`src/pwp_pkg.sv`:
```
// Shared constants, palette and colour mix function for the wallpaper pixel generator.
package pwp_pkg;

    typedef logic [23:0] t_rgb;

    localparam int MAX_DIM_DEF = 4096;

    localparam logic [1:0] CFG_WIDTH  = 2'd0;
    localparam logic [1:0] CFG_HEIGHT = 2'd1;
    localparam logic [1:0] CFG_THEME  = 2'd2;

    localparam logic [1:0] THEME_DAY   = 2'd0;
    localparam logic [1:0] THEME_OCEAN = 2'd1;
    localparam logic [1:0] THEME_NIGHT = 2'd2;

    localparam logic [2:0] SLOT_SKY_L  = 3'd0;
    localparam logic [2:0] SLOT_SKY_R  = 3'd1;
    localparam logic [2:0] SLOT_MIST_L = 3'd2;
    localparam logic [2:0] SLOT_MIST_R = 3'd3;
    localparam logic [2:0] SLOT_GLOW   = 3'd4;
    localparam logic [2:0] SLOT_WASH   = 3'd5;
    localparam logic [2:0] SLOT_HILL   = 3'd6;
    localparam logic [2:0] SLOT_EDGE   = 3'd7;

    localparam int DIV_NW = 20;
    localparam int DIV_DW = 13;
    localparam int DIV_QW = 9;

    localparam logic [31:0] HASH_C1 = 32'd374761393;
    localparam logic [31:0] HASH_C2 = 32'd668265263;
    localparam logic [31:0] HASH_C3 = 32'd1274126177;

    // reciprocals: ceil(2^s / d)
    localparam int K100_S28   = 2684355;
    localparam int K100_S19   = 5243;
    localparam int K800_S27   = 167773;
    localparam int K20000_S40 = 54975582;
    localparam int K40000_S40 = 27487791;
    localparam int K6_S10     = 171;

    localparam int SUN_R2     = 40000;
    localparam int VIG_SAT_IN = 112800;
    localparam int VIG_MAX    = 140;
    localparam int HILL_DSAT  = 79;
    localparam int HILL_TMAX  = 200;
    localparam int HILL_TOFS  = 40;
    localparam int WASH_WGT   = 14;

    localparam t_rgb PAL_TAB [0:2][0:7] = '{
        '{24'hE4EAF0, 24'hEEF2F6, 24'hC8D2DC, 24'hB8C4D0,
          24'hF3EDE2, 24'hD5DEE8, 24'h9AA8B6, 24'hA8B4C0},
        '{24'hD8ECF4, 24'hB9DCEA, 24'h89B8CC, 24'h6CA2BA,
          24'hE7F8FF, 24'hBBDDEA, 24'h477F98, 24'h5A899D},
        '{24'h253247, 24'h182235, 24'h172033, 24'h0F172A,
          24'h6B6A91, 24'h334155, 24'h0B1220, 24'h111827}
    };

    function automatic t_rgb palette(input logic [1:0] th, input logic [2:0] slot);
        t_rgb res;
        case (th)
            THEME_OCEAN: res = PAL_TAB[1][slot];
            THEME_NIGHT: res = PAL_TAB[2][slot];
            default:     res = PAL_TAB[0][slot];
        endcase
        return res;
    endfunction

    // per-channel a + (b - a) * w / 256, truncating toward zero
    function automatic t_rgb blend(input t_rgb a, input t_rgb b, input logic [9:0] wgt);
        t_rgb res;
        logic [7:0] ca;
        logic [7:0] cb;
        logic signed [9:0] diff;
        logic signed [19:0] prod;
        res = a;
        if (wgt >= 10'd256) begin
            res = b;
        end else if (wgt != 10'd0) begin
            for (int ch = 0; ch < 3; ch++) begin
                ca   = a[ch*8 +: 8];
                cb   = b[ch*8 +: 8];
                diff = $signed({2'b00, cb}) - $signed({2'b00, ca});
                prod = diff * $signed({1'b0, wgt[8:0]});
                if (prod < 0) begin
                    prod = prod + 20'sd255;
                end
                res[ch*8 +: 8] = ca + prod[15:8];
            end
        end
        return res;
    endfunction

endpackage

```
`src/pwp_div.sv`:
```
// Pipelined restoring divider, quotient saturated to all ones.
module pwp_div
    import pwp_pkg::*;
#(
    parameter int NW = DIV_NW,
    parameter int DW = DIV_DW,
    parameter int QW = DIV_QW
) (
    input  logic          i_clk,
    input  logic [QW:0]   i_en,
    input  logic [NW-1:0] i_num,
    input  logic [DW-1:0] i_den,
    output logic [QW-1:0] o_quo
);

    localparam int SW = DW + QW;

    logic [NW-1:0] r_rem [0:QW-1];
    logic [DW-1:0] r_den [0:QW-1];
    logic [QW-1:0] r_quo [0:QW];
    logic          r_sat [0:QW];

    always_ff @(posedge i_clk) begin
        if (i_en[0]) begin
            r_rem[0] <= i_num;
            r_den[0] <= i_den;
            r_quo[0] <= '0;
            r_sat[0] <= SW'(i_num) >= {i_den, {QW{1'b0}}};
        end
    end

    for (genvar k = 1; k <= QW; k++) begin : g_bit
        logic [SW-1:0] dsh;
        logic          fit;
        assign dsh = SW'(r_den[k-1]) << (QW - k);
        assign fit = !r_sat[k-1] && (SW'(r_rem[k-1]) >= dsh);

        always_ff @(posedge i_clk) begin
            if (i_en[k]) begin
                r_quo[k] <= r_quo[k-1] | (QW'(fit) << (QW - k));
                r_sat[k] <= r_sat[k-1];
            end
        end

        if (k < QW) begin : g_carry
            always_ff @(posedge i_clk) begin
                if (i_en[k]) begin
                    r_rem[k] <= fit ? NW'(SW'(r_rem[k-1]) - dsh) : r_rem[k-1];
                    r_den[k] <= r_den[k-1];
                end
            end
        end
    end

    assign o_quo = r_sat[QW] ? {QW{1'b1}} : r_quo[QW];

endmodule

```
`config.mk`:
```
export PLATFORM = sky130hd
export DESIGN_NAME = pwp_div
export DESIGN_NICKNAME = d
export VERILOG_FILES = /design/src/pwp_pkg.sv /design/src/pwp_div.sv
export SDC_FILE = /design/constraint.sdc
export NUM_CORES = 1
export LEC_CHECK = 0
export ABC_AREA = 1
export BUFFER_PORTS_ARGS = -buffer_cell sky130_fd_sc_hd__buf_2
export CAP_MARGIN = 20
export CORE_MARGIN = 2
export CORE_UTILIZATION = 63
export DETAILED_ROUTE_END_ITERATION = 8
export GPL_TIMING_DRIVEN = 0
export PLACE_DENSITY = 0.8
export RECOVER_POWER = 25
export SYNTH_ARGS = -nofsm -noshare
export SYNTH_HDL_FRONTEND = slang
export SYNTH_SLANG_ARGS = --single-unit
```
`constraint.sdc`:
```
create_clock -name i_clk -period 2.7 [get_ports i_clk]
set_clock_uncertainty 0.15 [all_clocks]
set_input_delay 0.54 -clock i_clk [delete_from_list [all_inputs] [get_ports i_clk]]
set_output_delay 0.54 -clock i_clk [all_outputs]
set_load 0.01 [all_outputs]
```
==> metrics.md <==
| Metric | Value |
|---|---|
| Setup repair after global routing missed its margin | `false` |
| Nets@finish | `2,495` |
| Layout cells sized above 1 | `0.0789` |
| DIE HEIGHT | `183 um` |
| Critical Path AT | `2780 ps` |
| TritonRoute pass-1 iters | `5` |
| Start point of the critical path | `r_den[0][78]$_DFFE_PP_` |
| Net Count, Synth | `2,402` |
| Inserted Clock Buffers | `38` |
| Initial core utilization | `0.641` |
| Longest Clk Path Bufs | `3` |
| Yosys warning total | `0` |
| DR vias/cell | `5.49` |
| Horiz. Die Dim | `183 um` |
| Number of antenna violations at the first check in global routing | `0` |
| Final WL | `44,900 um` |
| Mean area per synthesized cell | `9.10 sq um` |
| Accumulated negative setup slack | `0 ps` |
| Total global routing track utilization | `0.275` |
| Number of max-cap violations | `0` |
| Worst Tran Pin Value | `1020 ps` |
| Power, Total | `16.4 mW` |
| Area enclosed by the die boundary | `33,600 sq um` |
| GR Overflow Total | `0` |
| Post-layout worst setup margin | `92.9 ps` |
| Endpoints failing setup | `0` |
| Antenna Cells | `0` |
| CTS tree | `built` |
| Post-detailed-placement half-perimeter wirelength | `35,200 um` |
| End of the worst register-to-register path | `r_rem[0][142]$_DFFE_PP_` |
| # IOs | `53` |
| Area share of fa/ha/maj cells after synthesis | `0.0865` |
| VDD IR max | `0.749 mV` |
| Last element of the critical path | `r_rem[0][142]$_DFFE_PP_` |
| Origin of the critical flop-to-flop path | `r_den[0][78]$_DFFE_PP_` |
| Library cell used as clock root buffer | `sky130_fd_sc_hd__clkbuf_16` |
| Wirelength per Cell | `16.3 um` |
| Most used standard cell by instance count after synthesis | `sky130_fd_sc_hd__nand2_1` |
| Minimum period implied by the final worst setup slack | `2610 ps` |
| Largest fanout on the critical path | `10` |
| Gate count after technology mapping | `2,223` |
| DRC violations left | `0` |
| Worst slack after detailed placement | `46.8 ps` |
| Largest net degree at the start of global routing | `43` |
| Final GP Congestion | `0.934` |
| Clock-pin slew reported for the worst setup and hold paths after clock tree synthesis | `60 ps` |
| Class of the worst hold path | `in2reg` |
| Share of synthesized area occupied by flip-flops and latches | `0.523` |
| Most area-consuming cells after synthesis | `sky130_fd_sc_hd__edfxtp_1 52%, sky130_fd_sc_hd__nand2_1 13%, sky130_fd_sc_hd__ha_1 7.9%` |
| Fillers | `2,451` |
| Number of enable flip-flop cells after synthesis | `352` |
| Mux share of post-synthesis cell area | `0` |
| Share of synthesized flip-flops with an asynchronous set or reset | `0` |
| Kind of capture point of the worst setup path | `flip-flop` |
| Number of slew-limit violations in the final report | `0` |
| Xor/xnor share of the synthesized area | `0.0264` |
| Number of DRC markers in iteration 0 | `994` |
| Number of register bits inferred by synthesis | `352` |
| Synthesized-area fraction occupied by and/or/nand/nor cells | `0.242` |
| Most used DFF post-synth | `sky130_fd_sc_hd__edfxtp_1` |
| Number of rows created at floorplan | `65` |
| P per Cell Area | `738 nW/um^2` |
| Via count of the first global-routing pass | `14,600` |
| Count of different cell masters after synthesis | `45` |
| Final worst path period share | `0.966` |
| Number of nets with antenna violations after detailed routing | `0` |
| Worst Reg2Reg Path Length in Cells | `10` |
| Largest family of logic cells by synthesized area | `simple AND/OR/NAND/NOR gates` |
| Max-Slew Margin vs Limit | `0.318` |
| Register-to-register setup slack | `90 ps` |
| H-tree levels | `2` |
| Synth cell count leaders | `719 x sky130_fd_sc_hd__nand2_1, 352 x sky130_fd_sc_hd__edfxtp_1, 325 x sky130_fd_sc_hd__inv_1, 165 x sky130_fd_sc_hd__nor2_1, 127 x sky130_fd_sc_hd__ha_1` |
| Clock Sinks | `352` |
| Global-route wire length before repair | `72,600 um` |
| Clock latency on the worst-skew pair | `550 ps` |
| Biggest area consumer among synthesized cells | `sky130_fd_sc_hd__edfxtp_1` |
| Area fraction in compound gates after synthesis | `0.0527` |
| Hold-fix buffers, CTS | `0` |
| Static leakage | `10.3 nW` |
| Worst hold margin | `32.3 ps` |
| Number of buffers inserted by port buffering | `52` |
| Core footprint | `31,600 sq um` |
| Relative area change from synthesis to final layout | `10.2%` |
| Hold depth | `1` |
| Category of the worst setup path launch point | `flip-flop` |
| Status | `finished clean` |
| Final Hold Vio Count | `0` |
| Worst EP required | `2870 ps` |
| Finished Core Util | `0.706` |
| Peak clock frequency supported by timing | `0.384 GHz` |
| Cell area after synthesis | `20,200 sq um` |
| Via count | `15,100` |
| Post-synth top area share | `0.523` |
| Worst setup path class | `reg2reg` |
==> power breakdown <==
group / internal [mW] / switching, mW / total, mW
combinational: 1.41 / 2.51 / 3.92
clock: 3.29 / 2.14 / 5.42
sequential: 6.73 / 0.373 / 7.10
total: 11.4 / 5.02 / 16.4
==> metal layers <==
metal | GRT usage | up-vias | wire [um] | share of wire
li1 | - | 7511 | - | -
met1 | 0.322 | 7042 | 17800 | 0.40
met2 | 0.516 | 411 | 23400 | 0.52
met3 | 0.0304 | 112 | 1990 | 0.044
met4 | 0.106 | 0 | 1680 | 0.037
met5 | 0 | - | 0 | 0
==> kinds of logic (layout without fill, tap and decap cells) <==
kind of cell	after synthesis	after routing
simple gates	1138	1138
flops	352	352
compound gates	183	183
buf+inv	354	477
xor+xnor	61	61
fa+ha+maj	135	135
==> layout make-up <==
class,instances,area (sq um),area share
flip-flops and latches,352,10600,0.474
multi-input cells,1517,8250,0.370
inverters,332,1250,0.0559
clock buffers,44,973,0.0437
well taps,402,503,0.0226
clock inverters,26,339,0.0152
repair buffers,53,235,0.0106
plain buffers,22,173,0.00775
==> critical path: stages (launching register included) <==
cell and delay, ps:
sky130_fd_sc_hd__edfxtp_1 450, sky130_fd_sc_hd__ha_1 260, sky130_fd_sc_hd__fa_1 450, sky130_fd_sc_hd__inv_1 110, sky130_fd_sc_hd__nand3_1 110, sky130_fd_sc_hd__nand3_2 130, sky130_fd_sc_hd__nand2_2 80, sky130_fd_sc_hd__nand2_1 60
sky130_fd_sc_hd__nand2_1 80, sky130_fd_sc_hd__buf_2 190, sky130_fd_sc_hd__o21ai_0 310
==> what timing repair did <==
| action | in CTS | in global routing |
|---|---|---|
| setup buffers | 0 | 1 |
| resized for setup | 0 | 4 |
| setup endpoints to repair | 0 | 28 |
| endpoints found under the hold margin | 0 | 0 |
==> worst min path at each step <==
stage	from	endpoint
2_1_floorplan	r_quo[1][8]$_DFFE_PP_	r_quo[2][8]$_DFFE_PP_
3_3_place_gp	r_quo[7][7]$_DFFE_PP_	r_quo[8][7]$_DFFE_PP_
3_5_place_dp	r_quo[1][8]$_DFFE_PP_	r_quo[2][8]$_DFFE_PP_
4_1_cts	i_den[5]	r_den[0][5]$_DFFE_PP_
5_1_grt	i_den[8]	r_den[0][8]$_DFFE_PP_
6_report	i_num[18]	r_rem[0][18]$_DFFE_PP_
==> flip-flops by register name, indices dropped and copies added, names as in the netlist <==
name   count
r_sat     10
r_rem    180
r_den    117
r_quo     45
==> cell usage in the layout, fill, tap and decap left out, types with 5 or more instances in the layout <==
cell type	instances
sky130_fd_sc_hd__buf_6	9
sky130_fd_sc_hd__or2_2	9
sky130_fd_sc_hd__nand2_1	719
sky130_fd_sc_hd__nor2_4	5
sky130_fd_sc_hd__and2_1	7
sky130_fd_sc_hd__nand3b_1	26
sky130_fd_sc_hd__edfxtp_1	352
sky130_fd_sc_hd__buf_4	5
sky130_fd_sc_hd__nor2_1	165
sky130_fd_sc_hd__clkinv_1	6
sky130_fd_sc_hd__nor3_1	17
sky130_fd_sc_hd__and3_1	5
sky130_fd_sc_hd__a21oi_1	83
sky130_fd_sc_hd__inv_1	325
sky130_fd_sc_hd__xnor2_1	27
sky130_fd_sc_hd__inv_2	6
sky130_fd_sc_hd__clkbuf_1	35
sky130_fd_sc_hd__o21ai_2	14
sky130_fd_sc_hd__nand3_2	5
sky130_fd_sc_hd__o21ai_1	18
sky130_fd_sc_hd__nand3_1	109
sky130_fd_sc_hd__nand4_1	36
sky130_fd_sc_hd__nand2_4	5
sky130_fd_sc_hd__a21o_1	6
sky130_fd_sc_hd__clkbuf_16	38
sky130_fd_sc_hd__xor2_1	34
sky130_fd_sc_hd__buf_2	32
sky130_fd_sc_hd__ha_1	125
sky130_fd_sc_hd__o21ai_0	39
sky130_fd_sc_hd__o21bai_1	7
sky130_fd_sc_hd__fa_1	6
sky130_fd_sc_hd__nand2_2	18
sky130_fd_sc_hd__bufinv_16	7
==> metrics by stage <==
step | std cells | instance area [sq um]
after detailed placement | 2677 | 21000
after floorplan | 2223 | 20200
final | 2748 | 22300
after CTS | 2747 | 22300
after global routing | 2748 | 22300
after global placement | 2677 | 21000
Power figures use the tool's default switching activity.
